`src/rtl/core/ring_buffer_fifo_macros.svh`:
```
// Assertion macros for the ring buffer FIFO.
// Needs nothing else; included by the top level only.
`ifndef RING_BUFFER_FIFO_MACROS_SVH
`define RING_BUFFER_FIFO_MACROS_SVH

// The consequent must hold in the same cycle as the antecedent.
`define RBF_ASSERT_NOW(label, clk, rst_n, ante, cons, msg) \
  label: assert property (@(posedge clk) disable iff (!rst_n) (ante) |-> (cons)) \
    else $error(msg);

// The consequent must hold in the cycle after the antecedent.
`define RBF_ASSERT_NEXT(label, clk, rst_n, ante, cons, msg) \
  label: assert property (@(posedge clk) disable iff (!rst_n) (ante) |=> (cons)) \
    else $error(msg);

`endif

```
`src/rtl/core/rbf_pkg.sv`:
```
// Shared types and constants of the ring buffer FIFO.
// Used by the front, the back and the top level; depends on nothing.
package rbf_pkg;

  localparam int OP_W       = 2;
  localparam int DATA_W     = 32;
  localparam int OFS_W      = 4;
  localparam int REQ_W      = 5;
  localparam int CAP_W      = 5;
  localparam int OCC_W      = 5;
  localparam int MAX_BURST  = 16;
  localparam int BURST_W    = $clog2(MAX_BURST + 1);
  localparam int CMDQ_DEPTH = 4;
  localparam int OUTQ_DEPTH = 4;
  localparam int OUTQ_LW    = $clog2(OUTQ_DEPTH + 1);

  typedef enum logic [OP_W-1:0] {
    OP_PUSH  = 2'd0,
    OP_POP   = 2'd1,
    OP_PEEK  = 2'd2,
    OP_BURST = 2'd3
  } op_e;

  typedef enum logic [1:0] {
    CMD_WRITE,
    CMD_READ,
    CMD_REFUSE
  } cmd_kind_t;

  typedef struct packed {
    cmd_kind_t          kind;
    logic [OCC_W-1:0]   occupancy;
    logic               last;
  } cmd_ctrl_t;

  typedef struct packed {
    logic               ok;
    logic [DATA_W-1:0]  data;
    logic [OCC_W-1:0]   occupancy;
    logic               last;
  } res_t;

endpackage

```
`src/rtl/core/rbf_ram.sv`:
```
// Generic single-write, single-read RAM with a registered read port.
// Depends on nothing.
module rbf_ram #(
  parameter int WIDTH = 32,
  parameter int DEPTH = 16
) (
  input  logic                     clk,
  input  logic                     we,
  input  logic [$clog2(DEPTH)-1:0] waddr,
  input  logic [WIDTH-1:0]         wdata,
  input  logic                     re,
  input  logic [$clog2(DEPTH)-1:0] raddr,
  output logic [WIDTH-1:0]         rdata
);

  logic [WIDTH-1:0] mem_r [DEPTH];
  logic [WIDTH-1:0] rdata_r;

  always_ff @(posedge clk) begin
    if (we) begin
      mem_r[waddr] <= wdata;
    end
    if (re) begin
      rdata_r <= mem_r[raddr];
    end
  end

  assign rdata = rdata_r;

endmodule

```
`src/rtl/core/rbf_queue.sv`:
```
// Small synchronous queue of flat words, used between front and back and for results.
// Depends on nothing.
module rbf_queue #(
  parameter int WIDTH = 8,
  parameter int DEPTH = 4
) (
  input  logic                       clk,
  input  logic                       rst_n,
  input  logic                       push,
  input  logic [WIDTH-1:0]           wdata,
  output logic                       ready,
  input  logic                       pop,
  output logic [WIDTH-1:0]           rdata,
  output logic                       valid,
  output logic [$clog2(DEPTH+1)-1:0] level
);

  localparam int AW = (DEPTH > 1) ? $clog2(DEPTH) : 1;
  localparam int LW = $clog2(DEPTH + 1);

  logic [WIDTH-1:0] mem_r [DEPTH];
  logic [AW-1:0]    head_r, head_nxt, tail_r, tail_nxt;
  logic [LW-1:0]    level_r, level_nxt;
  logic             do_push, do_pop;

  assign ready   = (level_r != LW'(DEPTH));
  assign valid   = (level_r != '0);
  assign do_push = push && ready;
  assign do_pop  = pop && valid;
  assign rdata   = mem_r[head_r];
  assign level   = level_r;

  always_comb begin
    head_nxt  = head_r;
    tail_nxt  = tail_r;
    level_nxt = level_r;
    if (do_push) begin
      tail_nxt = (tail_r == AW'(DEPTH - 1)) ? '0 : tail_r + 1'b1;
    end
    if (do_pop) begin
      head_nxt = (head_r == AW'(DEPTH - 1)) ? '0 : head_r + 1'b1;
    end
    if (do_push && !do_pop) begin
      level_nxt = level_r + 1'b1;
    end else if (do_pop && !do_push) begin
      level_nxt = level_r - 1'b1;
    end
  end

  always_ff @(posedge clk) begin
    if (!rst_n) begin
      head_r  <= '0;
      tail_r  <= '0;
      level_r <= '0;
    end else begin
      head_r  <= head_nxt;
      tail_r  <= tail_nxt;
      level_r <= level_nxt;
    end
  end

  always_ff @(posedge clk) begin
    if (do_push) begin
      mem_r[tail_r] <= wdata;
    end
  end

endmodule

```
`src/rtl/core/rbf_front.sv`:
```
// Front end: accepts requests, keeps head, tail, count and capacity, and turns
// each request into slot commands. Depends on rbf_pkg.
module rbf_front import rbf_pkg::*; #(
  parameter int DEPTH = 16
) (
  input  logic                     clk,
  input  logic                     rst_n,
  input  logic                     push,
  output logic                     full,
  input  logic [OP_W-1:0]          op,
  input  logic [DATA_W-1:0]        value,
  input  logic [OFS_W-1:0]         offset,
  input  logic [REQ_W-1:0]         request_count,
  input  logic                     cfg_valid,
  output logic                     cfg_ready,
  input  logic [CAP_W-1:0]         cfg_capacity_in_use,
  output logic                     cmd_valid,
  output cmd_ctrl_t                cmd_ctrl,
  output logic [$clog2(DEPTH)-1:0] cmd_addr,
  output logic [DATA_W-1:0]        cmd_wdata,
  input  logic                     cmd_ready
);

  localparam int AW      = $clog2(DEPTH);
  localparam int CW      = $clog2(DEPTH + 1);
  localparam int SW      = ((CW > OFS_W) ? CW : OFS_W) + 1;
  localparam int CAP_RST = (DEPTH < 16) ? DEPTH : 16;

  logic [AW-1:0]      rd_pos_r, rd_pos_nxt, wr_pos_r, wr_pos_nxt;
  logic [CW-1:0]      count_r, count_nxt, cap_r, cap_nxt;
  logic [BURST_W-1:0] left_r, left_nxt, burst_n;
  logic [SW-1:0]      peek_sum;
  logic [AW-1:0]      peek_addr, rd_pos_inc, wr_pos_inc;
  logic               accept;

  function automatic logic [AW-1:0] wrap_inc(input logic [AW-1:0] p, input logic [CW-1:0] c);
    logic [CW-1:0] s;
    s = CW'(p) + CW'(1);
    return (s == c) ? '0 : AW'(s);
  endfunction

  assign full       = (left_r != '0) || !cmd_ready;
  assign cfg_ready  = (left_r == '0);
  assign accept     = push && !full;
  assign rd_pos_inc = wrap_inc(rd_pos_r, cap_r);
  assign wr_pos_inc = wrap_inc(wr_pos_r, cap_r);
  assign peek_sum   = SW'(rd_pos_r) + SW'(offset);
  assign peek_addr  = (peek_sum >= SW'(cap_r)) ? AW'(peek_sum - SW'(cap_r)) : AW'(peek_sum);

  always_comb begin
    if (32'(request_count) > MAX_BURST) begin
      burst_n = BURST_W'(MAX_BURST);
    end else begin
      burst_n = BURST_W'(request_count);
    end
    if (32'(count_r) < 32'(burst_n)) begin
      burst_n = BURST_W'(count_r);
    end
  end

  always_comb begin
    rd_pos_nxt = rd_pos_r;
    wr_pos_nxt = wr_pos_r;
    count_nxt  = count_r;
    cap_nxt    = cap_r;
    left_nxt   = left_r;
    cmd_valid  = 1'b0;
    cmd_ctrl   = '{kind: CMD_REFUSE, occupancy: OCC_W'(count_r), last: 1'b1};
    cmd_addr   = rd_pos_r;
    cmd_wdata  = value;
    if (left_r != '0) begin
      if (cmd_ready) begin
        cmd_valid          = 1'b1;
        cmd_ctrl.kind      = CMD_READ;
        cmd_ctrl.occupancy = OCC_W'(count_r - 1'b1);
        cmd_ctrl.last      = (left_r == BURST_W'(1));
        rd_pos_nxt         = rd_pos_inc;
        count_nxt          = count_r - 1'b1;
        left_nxt           = left_r - 1'b1;
      end
    end else if (accept) begin
      cmd_valid = 1'b1;
      case (op)
        OP_PUSH: begin
          if (count_r < cap_r) begin
            cmd_ctrl.kind      = CMD_WRITE;
            cmd_ctrl.occupancy = OCC_W'(count_r + 1'b1);
            cmd_addr           = wr_pos_r;
            wr_pos_nxt         = wr_pos_inc;
            count_nxt          = count_r + 1'b1;
          end
        end
        OP_POP: begin
          if (count_r != '0) begin
            cmd_ctrl.kind      = CMD_READ;
            cmd_ctrl.occupancy = OCC_W'(count_r - 1'b1);
            rd_pos_nxt         = rd_pos_inc;
            count_nxt          = count_r - 1'b1;
          end
        end
        OP_PEEK: begin
          if (32'(offset) < 32'(count_r)) begin
            cmd_ctrl.kind = CMD_READ;
            cmd_addr      = peek_addr;
          end
        end
        OP_BURST: begin
          if (burst_n != '0) begin
            cmd_ctrl.kind      = CMD_READ;
            cmd_ctrl.occupancy = OCC_W'(count_r - 1'b1);
            cmd_ctrl.last      = (burst_n == BURST_W'(1));
            rd_pos_nxt         = rd_pos_inc;
            count_nxt          = count_r - 1'b1;
            left_nxt           = burst_n - 1'b1;
          end
        end
        default: begin
        end
      endcase
    end
    if (cfg_valid && cfg_ready) begin
      if (cfg_capacity_in_use == '0) begin
        cap_nxt = CW'(1);
      end else if (32'(cfg_capacity_in_use) > DEPTH) begin
        cap_nxt = CW'(DEPTH);
      end else begin
        cap_nxt = CW'(cfg_capacity_in_use);
      end
      rd_pos_nxt = '0;
      wr_pos_nxt = '0;
      count_nxt  = '0;
    end
  end

  always_ff @(posedge clk) begin
    if (!rst_n) begin
      rd_pos_r <= '0;
      wr_pos_r <= '0;
      count_r  <= '0;
      cap_r    <= CW'(CAP_RST);
      left_r   <= '0;
    end else begin
      rd_pos_r <= rd_pos_nxt;
      wr_pos_r <= wr_pos_nxt;
      count_r  <= count_nxt;
      cap_r    <= cap_nxt;
      left_r   <= left_nxt;
    end
  end

endmodule

```
`src/rtl/core/rbf_back.sv`:
```
// Back end: executes slot commands against the slot RAM and forms results.
// Depends on rbf_pkg, rbf_ram.
module rbf_back import rbf_pkg::*; #(
  parameter int DEPTH        = 16,
  parameter int ELEMENT_BITS = 32
) (
  input  logic                     clk,
  input  logic                     rst_n,
  input  logic                     cmd_valid,
  input  cmd_ctrl_t                cmd_ctrl,
  input  logic [$clog2(DEPTH)-1:0] cmd_addr,
  input  logic [DATA_W-1:0]        cmd_wdata,
  output logic                     cmd_pop,
  input  logic [OUTQ_LW-1:0]       res_level,
  output logic                     res_valid,
  output res_t                     res
);

  logic                    s1_valid_r;
  cmd_ctrl_t               s1_ctrl_r;
  logic [ELEMENT_BITS-1:0] rd_data;
  logic                    ram_we, ram_re;

  assign cmd_pop = cmd_valid && ((32'(res_level) + 32'(s1_valid_r)) < OUTQ_DEPTH);
  assign ram_we  = cmd_pop && (cmd_ctrl.kind == CMD_WRITE);
  assign ram_re  = cmd_pop && (cmd_ctrl.kind == CMD_READ);

  rbf_ram #(
    .WIDTH (ELEMENT_BITS),
    .DEPTH (DEPTH)
  ) u_slots (
    .clk   (clk),
    .we    (ram_we),
    .waddr (cmd_addr),
    .wdata (ELEMENT_BITS'(cmd_wdata)),
    .re    (ram_re),
    .raddr (cmd_addr),
    .rdata (rd_data)
  );

  always_ff @(posedge clk) begin
    if (!rst_n) begin
      s1_valid_r <= 1'b0;
    end else begin
      s1_valid_r <= cmd_pop;
    end
  end

  always_ff @(posedge clk) begin
    if (cmd_pop) begin
      s1_ctrl_r <= cmd_ctrl;
    end
  end

  assign res_valid     = s1_valid_r;
  assign res.ok        = (s1_ctrl_r.kind != CMD_REFUSE);
  assign res.data      = (s1_ctrl_r.kind == CMD_READ) ? DATA_W'(rd_data) : '0;
  assign res.occupancy = s1_ctrl_r.occupancy;
  assign res.last      = s1_ctrl_r.last;

endmodule

```
`src/rtl/core/ring_buffer_fifo.sv`:
```
// Each result passes the command queue, the back end's result register and the result queue.
// Push, pop and peek each need one accepted request; once a burst pop of n elements is
// accepted, full stays high until its n slot commands are issued, one per cycle while
// the command queue has room. Full also stays high while a stalled result side fills
// the command queue. Reset clears head, tail, count and both internal queues and sets
// capacity to 16 (or DEPTH if smaller); slot contents are not cleared.
// Top level of the ring buffer FIFO. Depends on rbf_pkg, rbf_front, rbf_back,
// rbf_queue, rbf_ram and ring_buffer_fifo_macros.svh.
`include "ring_buffer_fifo_macros.svh"
module ring_buffer_fifo import rbf_pkg::*; #(
  parameter int DEPTH        = 16,
  parameter int ELEMENT_BITS = 32
) (
  input  logic              clk,
  input  logic              rst_n,
  input  logic              push,
  output logic              full,
  input  logic [OP_W-1:0]   in_op,
  input  logic [DATA_W-1:0] in_value,
  input  logic [OFS_W-1:0]  in_offset,
  input  logic [REQ_W-1:0]  in_request_count,
  output logic              empty,
  input  logic              pop,
  output logic              out_ok,
  output logic [DATA_W-1:0] out_data,
  output logic [OCC_W-1:0]  out_occupancy,
  output logic              out_last,
  input  logic              cfg_valid,
  output logic              cfg_ready,
  input  logic [CAP_W-1:0]  cfg_capacity_in_use
);

  localparam int AW    = $clog2(DEPTH);
  localparam int CMD_W = $bits(cmd_ctrl_t) + AW + DATA_W;

  cmd_ctrl_t          cmd_ctrl, q_ctrl;
  logic [AW-1:0]      cmd_addr, q_addr;
  logic [DATA_W-1:0]  cmd_wdata, q_wdata;
  logic               cmd_valid, cmdq_ready, q_valid, cmd_pop;
  logic [CMD_W-1:0]   cmdq_rdata;
  logic [$clog2(CMDQ_DEPTH+1)-1:0] cmdq_level;
  res_t               res, out_res;
  logic               res_valid, outq_ready, outq_valid;
  logic [OUTQ_LW-1:0] outq_level;

  rbf_front #(
    .DEPTH (DEPTH)
  ) u_front (
    .clk                 (clk),
    .rst_n               (rst_n),
    .push                (push),
    .full                (full),
    .op                  (in_op),
    .value               (in_value),
    .offset              (in_offset),
    .request_count       (in_request_count),
    .cfg_valid           (cfg_valid),
    .cfg_ready           (cfg_ready),
    .cfg_capacity_in_use (cfg_capacity_in_use),
    .cmd_valid           (cmd_valid),
    .cmd_ctrl            (cmd_ctrl),
    .cmd_addr            (cmd_addr),
    .cmd_wdata           (cmd_wdata),
    .cmd_ready           (cmdq_ready)
  );

  rbf_queue #(
    .WIDTH (CMD_W),
    .DEPTH (CMDQ_DEPTH)
  ) u_cmdq (
    .clk   (clk),
    .rst_n (rst_n),
    .push  (cmd_valid),
    .wdata ({cmd_ctrl, cmd_addr, cmd_wdata}),
    .ready (cmdq_ready),
    .pop   (cmd_pop),
    .rdata (cmdq_rdata),
    .valid (q_valid),
    .level (cmdq_level)
  );

  assign {q_ctrl, q_addr, q_wdata} = cmdq_rdata;

  rbf_back #(
    .DEPTH        (DEPTH),
    .ELEMENT_BITS (ELEMENT_BITS)
  ) u_back (
    .clk       (clk),
    .rst_n     (rst_n),
    .cmd_valid (q_valid),
    .cmd_ctrl  (q_ctrl),
    .cmd_addr  (q_addr),
    .cmd_wdata (q_wdata),
    .cmd_pop   (cmd_pop),
    .res_level (outq_level),
    .res_valid (res_valid),
    .res       (res)
  );

  rbf_queue #(
    .WIDTH ($bits(res_t)),
    .DEPTH (OUTQ_DEPTH)
  ) u_outq (
    .clk   (clk),
    .rst_n (rst_n),
    .push  (res_valid),
    .wdata (res),
    .ready (outq_ready),
    .pop   (pop),
    .rdata (out_res),
    .valid (outq_valid),
    .level (outq_level)
  );

  assign empty         = !outq_valid;
  assign out_ok        = out_res.ok;
  assign out_data      = out_res.data;
  assign out_occupancy = out_res.occupancy;
  assign out_last      = out_res.last;

  `RBF_ASSERT_NOW(a_cmdq_no_overflow, clk, rst_n, cmd_valid, cmdq_ready, "Command queue overflow.")
  `RBF_ASSERT_NOW(a_outq_no_overflow, clk, rst_n, res_valid, outq_ready, "Result queue overflow.")
  `RBF_ASSERT_NEXT(a_cmd_gives_result, clk, rst_n, cmd_pop, res_valid, "Command produced no result.")
  `RBF_ASSERT_NOW(a_cmdq_level_bound, clk, rst_n, cmd_pop, q_valid && (cmdq_level != '0), "Command taken from an empty queue.")

endmodule

```
`config.mk`:
```
export PLATFORM = sky130hd
export DESIGN_NAME = ring_buffer_fifo
export DESIGN_NICKNAME = d
export VERILOG_FILES = /design/src/rtl/core/rbf_pkg.sv /design/src/rtl/core/rbf_ram.sv /design/src/rtl/core/rbf_queue.sv /design/src/rtl/core/rbf_front.sv /design/src/rtl/core/rbf_back.sv /design/src/rtl/core/ring_buffer_fifo.sv
export VERILOG_INCLUDE_DIRS = /design/src /design/src/rtl/core
export SDC_FILE = /design/constraint.sdc
export NUM_CORES = 1
export LEC_CHECK = 0
export BUFFER_PORTS_ARGS = -buffer_cell sky130_fd_sc_hd__clkbuf_2
export CORE_MARGIN = 2
export CORE_UTILIZATION = 50
export CTS_BUF_LIST = sky130_fd_sc_hd__clkbuf_2
export DETAILED_ROUTE_END_ITERATION = 12
export MAX_ROUTING_LAYER = met4
export PLACE_DENSITY = 0.69
export SLEW_MARGIN = 20
export SYNTH_ARGS = -nofsm -noshare
export SYNTH_HDL_FRONTEND = slang
export SYNTH_SLANG_ARGS = --single-unit
```
`constraint.sdc`:
```
create_clock -name clk -period 3.55 [get_ports clk]
set_clock_uncertainty 0.05 [all_clocks]
set_input_delay 0.355 -clock clk [delete_from_list [all_inputs] [get_ports clk]]
set_output_delay 0.355 -clock clk [all_outputs]
set_load 0.005 [all_outputs]
```
==> flow_summary.toml, run 1 <==
[finish]
areaGrowthSynthToFinish_pct = 15.36
final_cell_mix = "edfxtp_1 (884), clkbuf_2 (407), mux4_2 (208)"
nNetsFinal = 2349
stdcell_area_um2 = 42200
final_util_pct = 58.04
fillers = 5443
final_cell_count_no_fill = 3378
register_area_um2 = 27400
drive_gt1_share_pct = 32.78
layout_commonest_cell = "edfxtp_1"
multi_input_area_um2 = 8797

[setup_path]
crit_fanout = 7
r2r_setup_slack_ps = 120
endpoint_kind = "register"
r2r_cells = 10
worstSetupPathType = "input port to register"
arrival_ps = 4780
start_kind = "input port"
timing.rr.end = "u_front.left_r[3]$_SDFFE_PN0P_"
r2r-start = "u_front.count_r[4]$_SDFFE_PP0P_"
cp.required_ps = 4850
crit_start = "in_request_count[4]"
crit_end = "u_front.left_r[3]$_SDFFE_PN0P_"

[pwr]
power.density_nw_per_um2 = 864.2
seq_power_share_pct = 44.7
ir_worst_vdd_v = 0.0008543
power.switching_mw = 12.54
p_sw_share_pct = 34.38
p_leak_nw = 14.15
p_comb_share_pct = 37.0
p_clk_share_pct = 18.3
p_total_mw = 36.47
p_int_mw = 23.93

[clock_network]
clock_latency_ps = 1420
cts.clk_slew.worst_paths_ps = 110
cts.htree.levels = 4
cts_buffer_depth = 3
cts_root_buf = "clkbuf_2"
cts_tree = "yes"
clkSinkCount = 926
cts_buffers = 215

[logic_synthesis]
syn_inst = 1819
synthFlopType = "edfxtp_1"
syn_nets = 1917
synth_enable_flop_cells = 884
synth_cell_types = 67
yosys_warnings = 0
ys_ff_latch = 926
ys_seq_area_share_pct = 74.86
syn_area_per_cell_um2 = 20.11
async_reset_ff_share_pct = 0
syn-cell-area_um2 = 36580

[timing]
finalSetupViolCount = 0
worst_slew_pin_slew_ps = 872.7
period_needed_ps = 3479
setup_tns_ps = 0
hold_viol = 0
maxSlewHeadroom_pct = 41.82
finalMaxSlewViolations = 0
fmax_ghz = 0.2874
whs_ps = 195.9
fin_crit_sh_pct = 98.00
setup_slack_ps = 70.89

[flow_run]
drv_cap = 0

[drt]
avgViaCountPerCell = 5.639
ant_nets = 0
drcViolationCount = 0
via_count = 19050
wl_per_cell_um = 21.98
routed_wl_um = 74250
firstDrtPassIters = 7
drt_iter0_drc = 1567

[placed_design]
pre_cts_ws_ps = -50.96
placed_cells = 2875
dpl_cell_area_um2 = 38990
port_buffers = 94
place.gp.congestion = 0.8433
dp_hpwl_um = 44360

[floorplan]
die-height_um = 274.5
initial_core_util_pct = 50.31
num_rows = 99
core_area_um2 = 72710
dieArea_um2 = 75340
die_x_um = 274.5
ios = 95

[global_routing]
grt_pass1_wl_um = 113300
first_global_vias = 19870
antenna_found_initial = 5
grt_use_total_pct = 20.73
grt_max_degree = 72
grt_overflow = 0

[run_status]
status = "finished clean"

[min_path]
worstHoldPathType = "input port to register"
min_from = "in_value[5]"
[synth_stat cells, types with 12 or more instances]
cell type / count / area, um^2
buf_1: 12 / 45.04
xnor2_1: 20 / 175.2
inv_1: 35 / 131.4
edfxtp_1: 884 / 26550
a211oi_1: 31 / 232.7
nand3_1: 29 / 145.1
nand2_1: 49 / 183.9
mux2i_1: 40 / 400.4
ha_1: 41 / 513.0
mux4_2: 211 / 4752
buf_2: 14 / 70.07
clkbuf_1: 49 / 183.9
nor2b_1: 47 / 294.0
o21ai_0: 18 / 90.09
dfxtp_1: 42 / 840.8
nor2_1: 38 / 142.6
nor3_1: 16 / 80.08
a21oi_1: 59 / 295.3
and2_1: 46 / 287.8
[critical path: stages]
cell	delay [ps]
dlygate4sd3_1	550
clkbuf_2	120
dlygate4sd3_1	580
inv_2	110
nand2_1	80
ha_1	300
nand4_1	150
or2_2	340
nand2_1	110
mux2_4	320
ha_1	210
nor4b_2	180
o21ai_1	100
buf_4	150
a31oi_2	150
a221o_1	300
dlygate4sd3_1	550
a21boi_1	140
[logic make-up after synthesis]
logic type               share of synthesized area, %
multiplexers                                    14.21
AO/OA/AOI/OAI                                   3.106
buffers and inverters                           1.638
AND/OR/NAND/NOR                                 3.967
adder cells (fa/ha/maj)                         1.621
XOR/XNOR                                       0.5985
flip-flops                                      74.86
[worst min-delay path by stage]
| stage | endpoint | slack (ps) | cells after the start |
|---|---|---|---|
| 5_1_grt | u_cmdq.mem_r[0][8]$_DFFE_PP_ | 50 | 3 |
| 6_report | u_cmdq.mem_r[2][5]$_DFFE_PP_ | 200 | 3 |
| 3_3_place_gp | u_outq.mem_r[2][4]$_DFFE_PP_ | 420 | 0 |
| 2_1_floorplan | u_cmdq.mem_r[0][0]$_DFFE_PP_ | 400 | 0 |
| 4_1_cts | u_cmdq.mem_r[2][5]$_DFFE_PP_ | 5 | 3 |
| 3_5_place_dp | u_front.cap_r[4]$_SDFFE_PN1P_ | 450 | 2 |
[flip-flops by register name, indices dropped and copies added (netlist names), named ones only]
register and cells:
u_outq.tail_r 2, u_front.wr_pos_r 4, u_front.cap_r 5, u_back.res_valid 1
u_outq.level 3, u_back.s1_ctrl_r 2, u_front.left_r 5, u_cmdq.tail_r 2
u_cmdq.mem_r 176, u_cmdq.head_r 2, u_front.rd_pos_r 4, u_back.u_slots.rdata 32
u_outq.mem_r 156, u_back.res 6, u_cmdq.level 3, u_back.u_slots.mem_r 512
u_front.count_r 5, u_outq.head_r 2
[power groups by stage]
| stage | clock, mW | combinational [mW] | sequential, mW |
|---|---|---|---|
| final | 6.67 | 13.5 | 16.3 |
| after global routing | 7.44 | 14.6 | 16.5 |
| after CTS | 6.91 | 13.6 | 16.3 |
| after detailed placement | 0 | 13.3 | 16.6 |
| after global placement | 0 | 13.1 | 16.5 |
| after floorplan | 0 | 9.13 | 16.4 |
[layout make-up]
class | instances | share of cell area (%)
clock inverters | 66 | 0.9488
multi-input cells | 767 | 20.85
inverters | 36 | 0.3380
well taps | 959 | 2.843
flip-flops and latches | 926 | 64.93
diodes | 6 | 0.03558
clock buffers | 313 | 3.712
repair buffers | 305 | 6.351
[timing repair]
item | 4_1_cts | 5_1_grt
resized for setup | 4 | 14
setup buffers | 1 | 2
hold buffers | 115 | 0
pin swaps | 0 | 3
hold endpoints to repair | 263 | 0
setup endpoints to repair | 15 | 15
[per-layer routing]
| layer | track usage (%) | vias up | wire length, um | part of all wire, % |
|---|---|---|---|---|
| met3 | 4.711 | 111 | 5167 | 7.0 |
| met5 | - | - | 0 | 0 |
| met4 | 6.422 | 0 | 1236 | 1.7 |
| met2 | 32.00 | 747 | 36120 | 49 |
| li1 | - | 8441 | - | - |
| met1 | 27.72 | 9748 | 31730 | 43 |
No activity file was read; power rests on OpenSTA's default activity.
==> run 2, diff against run 1 <==
==> constraint.sdc (replaced) <==
create_clock -name clk -period 3.55 [get_ports clk]
set_clock_uncertainty 0.05 [all_clocks]
set_input_delay 0.355 -clock clk [delete_from_list [all_inputs] [get_ports clk]]
set_output_delay 0.355 -clock clk [all_outputs]
set_load 0.01 [all_outputs]
==> flow_summary.toml, run 2 (synthesis results as in run 1) <==
[clock_network]
cts.clk_slew.worst_paths_ps = 110
cts_buffer_depth = 3
clock_latency_ps = 1400
clkSinkCount = 926
cts.htree.levels = 4
cts_tree = "yes"
cts_root_buf = "clkbuf_2"
cts_buffers = 215

[pwr]
power.density_nw_per_um2 = 866.4
ir_worst_vdd_v = 0.0008565
p_leak_nw = 14.15
p_total_mw = 36.56

[drt]
wl_per_cell_um = 21.99
drcViolationCount = 0
drt_iter0_drc = 1559
ant_nets = 0
routed_wl_um = 74210
avgViaCountPerCell = 5.637
via_count = 19030
firstDrtPassIters = 5

[flow_run]
drv_cap = 0

[timing]
maxSlewHeadroom_pct = 43.94
fmax_ghz = 0.2854
fin_crit_sh_pct = 98.69
finalMaxSlewViolations = 0
finalSetupViolCount = 0
hold_viol = 0
worst_slew_pin_slew_ps = 840.9
period_needed_ps = 3503

[finish]
areaGrowthSynthToFinish_pct = 15.35
fillers = 5442
final_util_pct = 58.04
regMostFlops = "u_back.u_slots.mem_r"
reg.largest.list = "u_back.u_slots.mem_r x512, u_cmdq.mem_r x176, u_outq.mem_r x156"
final_cell_count_no_fill = 3375
nNetsFinal = 2349
drive_gt1_share_pct = 32.78
final_cell_mix = "edfxtp_1 (884), clkbuf_2 (407), mux4_2 (208)"
largest_reg_flops = 512
layout_commonest_cell = "edfxtp_1"

[floorplan]
die-height_um = 274.5
ios = 95
dieArea_um2 = 75340
num_rows = 99
initial_core_util_pct = 50.31
core_area_um2 = 72710
die_x_um = 274.5

[global_routing]
first_global_vias = 19870
grt_use_total_pct = 20.73
grt_max_degree = 72
grt_overflow = 0
antenna_found_initial = 5
grt_pass1_wl_um = 113300

[setup_path]
crit_start = "in_request_count[4]"
r2r_cells = 10
arrival_ps = 4780
r2r-start = "u_front.count_r[4]$_SDFFE_PP0P_"
start_kind = "input port"
r2r_setup_slack_ps = 110
crit_fanout = 7
worstSetupPathType = "input port to register"
cp.required_ps = 4830
endpoint_kind = "register"
crit_end = "u_front.left_r[3]$_SDFFE_PN0P_"
timing.rr.end = "u_front.left_r[3]$_SDFFE_PN0P_"

[placed_design]
port_buffers = 94
dp_hpwl_um = 44360
placed_cells = 2875
place.gp.congestion = 0.8433

[min_path]
worstHoldPathType = "input port to register"

[run_status]
status = "finished clean"
[run 2: metal layers]
metal  routed length [um]  vias up  track usage (%)
met5                    0        -                -
met4                 1247        0            6.422
met2                36140      720            32.00
met3                 4959      110            4.711
li1                     -     8437                -
met1                31870     9758            27.72
[run 2: final cells by class]
| class | count | area, um^2 | share of cell area, % |
|---|---|---|---|
| well taps | 959 | 1200 | 2.843 |
| clock inverters | 66 | 400.4 | 0.9488 |
| diodes | 3 | 7.507 | 0.01779 |
| multi-input cells | 767 | 8797 | 20.85 |
| clock buffers | 313 | 1567 | 3.712 |
| inverters | 36 | 147.6 | 0.3499 |
| flip-flops and latches | 926 | 27400 | 64.93 |
| repair buffers | 305 | 2680 | 6.351 |
[run 2: repair_timing]
| action | 4_1_cts | 5_1_grt |
|---|---|---|
| setup buffers | 1 | 2 |
| endpoints found under the hold margin | 263 | 0 |
| resized for setup | 6 | 13 |
| pin swaps | 0 | 3 |
| hold buffers | 115 | 0 |
| setup endpoints to repair | 16 | 15 |
[run 2: power by group]
group / internal, mW / switching, mW / total, mW
sequential: 15.8 / 0.525 / 16.3
clock: 2.57 / 4.09 / 6.66
combinational: 5.57 / 8.01 / 13.6
[run 2: stage by stage]
step	hold WS [ps]	setup slack [ps]	instance area [um^2]	setup TNS (ps)
6_report	220.0	46.55	42200	0
5_1_grt	45.47	-22.43	42200	-100.7
4_1_cts	5.114	20.71	42130	0
3_5_place_dp	446.0	-50.96	38990	-504.9
3_3_place_gp	422.4	33.89	38990	0
2_1_floorplan	403.9	-163.0	36600	-41730
[run 2: worst min path at each step]
stage | cells past startpoint | slack [ps] | start | to
6_report | 3 | 220 | in_value[5] | u_cmdq.mem_r[2][5]$_DFFE_PP_
5_1_grt | 3 | 50 | in_value[8] | u_cmdq.mem_r[0][8]$_DFFE_PP_
4_1_cts | 3 | 5 | in_value[5] | u_cmdq.mem_r[2][5]$_DFFE_PP_
3_5_place_dp | 2 | 450 | u_front.cap_r[4]$_SDFFE_PN1P_ | u_front.cap_r[4]$_SDFFE_PN1P_
3_3_place_gp | 0 | 420 | u_back.res[4]$_DFFE_PP_ | u_outq.mem_r[2][4]$_DFFE_PP_
2_1_floorplan | 0 | 400 | in_value[0] | u_cmdq.mem_r[0][0]$_DFFE_PP_
[run 2: worst max-delay path, stage by stage]
cell and delay [ps]:
dlygate4sd3_1 550, clkbuf_2 120, dlygate4sd3_1 580, inv_2 110, nand2_1 80, ha_1 300
nand4_1 150, or2_2 340, nand2_1 110, mux2_4 320, ha_1 210, nor4b_2 180
o21ai_1 110, buf_4 150, a31oi_2 150, a221o_1 300, dlygate4sd3_1 550, a21boi_1 130
==> run 3, diff against run 2 <==
--- a/config.mk
+++ b/config.mk
@@ -13,6 +13,7 @@
 export DETAILED_ROUTE_END_ITERATION = 12
 export MAX_ROUTING_LAYER = met4
 export PLACE_DENSITY = 0.69
+export SETUP_SLACK_MARGIN = 0.02
 export SLEW_MARGIN = 20
 export SYNTH_ARGS = -nofsm -noshare
 export SYNTH_HDL_FRONTEND = slang
==> constraint.sdc (replaced) <==
create_clock -name clk -period 3.55 [get_ports clk]
set_clock_uncertainty 0.05 [all_clocks]
set_input_delay 0.71 -clock clk [delete_from_list [all_inputs] [get_ports clk]]
set_output_delay 0.71 -clock clk [all_outputs]
set_load 0.01 [all_outputs]
==> flow_summary.toml, run 3 (synthesis results as in run 1) <==
[timing]
setup_slack_ps = 102.8
fin_crit_sh_pct = 97.10
finalMaxSlewViolations = 0
rsz0062_at_grt = "true"
setup_tns_ps = 0
worst_slew_pin_slew_ps = 1041
whs_ps = 261.8
period_needed_ps = 3447
fmax_ghz = 0.2901
hold_viol = 0
maxSlewHeadroom_pct = 30.27
finalSetupViolCount = 0

[pwr]
p_comb_share_pct = 38.2
p_int_mw = 24.24
power.density_nw_per_um2 = 871.1
seq_power_share_pct = 44.2
ir_worst_vdd_v = 0.0006267
p_total_mw = 36.86
power.switching_mw = 12.63
p_clk_share_pct = 17.5
p_sw_share_pct = 34.25
p_leak_nw = 14.26

[drt]
drt_iter0_drc = 1492
via_count = 18810
drcViolationCount = 0
avgViaCountPerCell = 5.566
routed_wl_um = 74410
ant_nets = 0
firstDrtPassIters = 5
wl_per_cell_um = 22.01

[placed_design]
dp_hpwl_um = 45180
placed_cells = 2892
place.gp.congestion = 0.8762
dpl_cell_area_um2 = 39100
port_buffers = 94
pre_cts_ws_ps = -233.8

[clock_network]
cts_buffer_depth = 3
cts.htree.levels = 4
clock_latency_ps = 1390
clkSinkCount = 926
cts_buffers = 212
cts_tree = "yes"
cts_root_buf = "clkbuf_2"
cts.clk_slew.worst_paths_ps = 110

[global_routing]
antenna_found_initial = 4
grt_use_total_pct = 21.03
first_global_vias = 19840
grt_overflow = 0
grt_max_degree = 88
grt_pass1_wl_um = 114700

[finish]
layout_commonest_cell = "edfxtp_1"
final_cell_count_no_fill = 3380
regMostFlops = "u_back.u_slots.mem_r"
drive_gt1_share_pct = 33.82
nNetsFinal = 2358
areaGrowthSynthToFinish_pct = 15.68
stdcell_area_um2 = 42320
reg.largest.list = "u_back.u_slots.mem_r x512, u_cmdq.mem_r x176, u_outq.mem_r x156"
largest_reg_flops = 512
final_cell_mix = "edfxtp_1 (884), clkbuf_2 (383), mux4_2 (208)"
final_util_pct = 58.20

[setup_path]
cp.required_ps = 2790
crit_fanout = 5
r2r-start = "u_front.count_r[4]$_SDFFE_PP0P_"
endpoint_kind = "output pin"
r2r_setup_slack_ps = 200
arrival_ps = 2690
worstSetupPathType = "register to output pin"
timing.rr.end = "u_front.left_r[0]$_SDFFE_PN0P_"
start_kind = "register"
r2r_cells = 13

[floorplan]
initial_core_util_pct = 50.31
ios = 95
die_x_um = 274.5
core_area_um2 = 72710
die-height_um = 274.5
num_rows = 99
dieArea_um2 = 75340

[flow_run]
drv_cap = 0

[min_path]
holdPathEnd = "u_cmdq.mem_r[0][35]$_DFFE_PP_"
hold_depth = 5
min_from = "in_offset[3]"
worstHoldPathType = "input port to register"

[run_status]
status = "finished clean"
==> run 3: repair_timing <==
item / in CTS / in global routing
resized for setup: 21 / 36
hold endpoints to repair: 218 / 0
setup buffers: 11 / 4
hold buffers: 95 / 0
cloned: 2 / 1
pin swaps: 1 / 0
setup endpoints to repair: 41 / 39
==> run 3: worst max-delay path by stage <==
stage	slack, ps	start	depth (start not counted)	end
after floorplan	-160	register	7	u_back.u_slots.mem_r[0][0]$_DFFE_PP_
final	100	u_front.left_r[0]$_SDFFE_PN0P_	6	full
after global placement	-140	in_request_count[4]	15	u_cmdq.mem_r[0][41]$_DFFE_PP_
after global routing	-100	u_front.left_r[0]$_SDFFE_PN0P_	6	full
after CTS	-120	u_front.left_r[0]$_SDFFE_PN0P_	6	full
after detailed placement	-230	in_request_count[4]	15	u_cmdq.mem_r[1][41]$_DFFE_PP_
==> run 3: power by group through the flow <==
stage	clock network [mW]	logic [mW]	registers, mW
floorplan	0	9.31	16.4
global placement	0	13.4	16.5
detailed placement	0	13.7	16.6
CTS	6.74	14.1	16.3
global route	7.27	15.3	16.5
finish	6.46	14.1	16.3
==> run 3: critical path, cell delays in order (launching register included) <==
cell and delay [ps]:
dfxtp_4 370, inv_4 50, ha_4 120, or4b_4 510
inv_8 100, nand2_2 50, buf_6 120
==> run 3: layout make-up <==
cell class	instances	area, um^2
sequential	926	27410
timing repair buffer	317	2828
tap	959	1200
antenna	2	5.005
clock inverter	68	380.4
multi-input combinational	767	8828
inverter	36	145.1
fill	5359	30390
clock buffer	305	1526
==> run 3: per-layer routing <==
metal | vias to the layer above | wire length (um) | GRT usage [%]
li1 | 8455 | - | -
met1 | 9667 | 31930 | 27.68
met2 | 601 | 36850 | 33.16
met3 | 90 | 4447 | 4.326
met4 | 0 | 1182 | 6.765
met5 | - | 0 | -
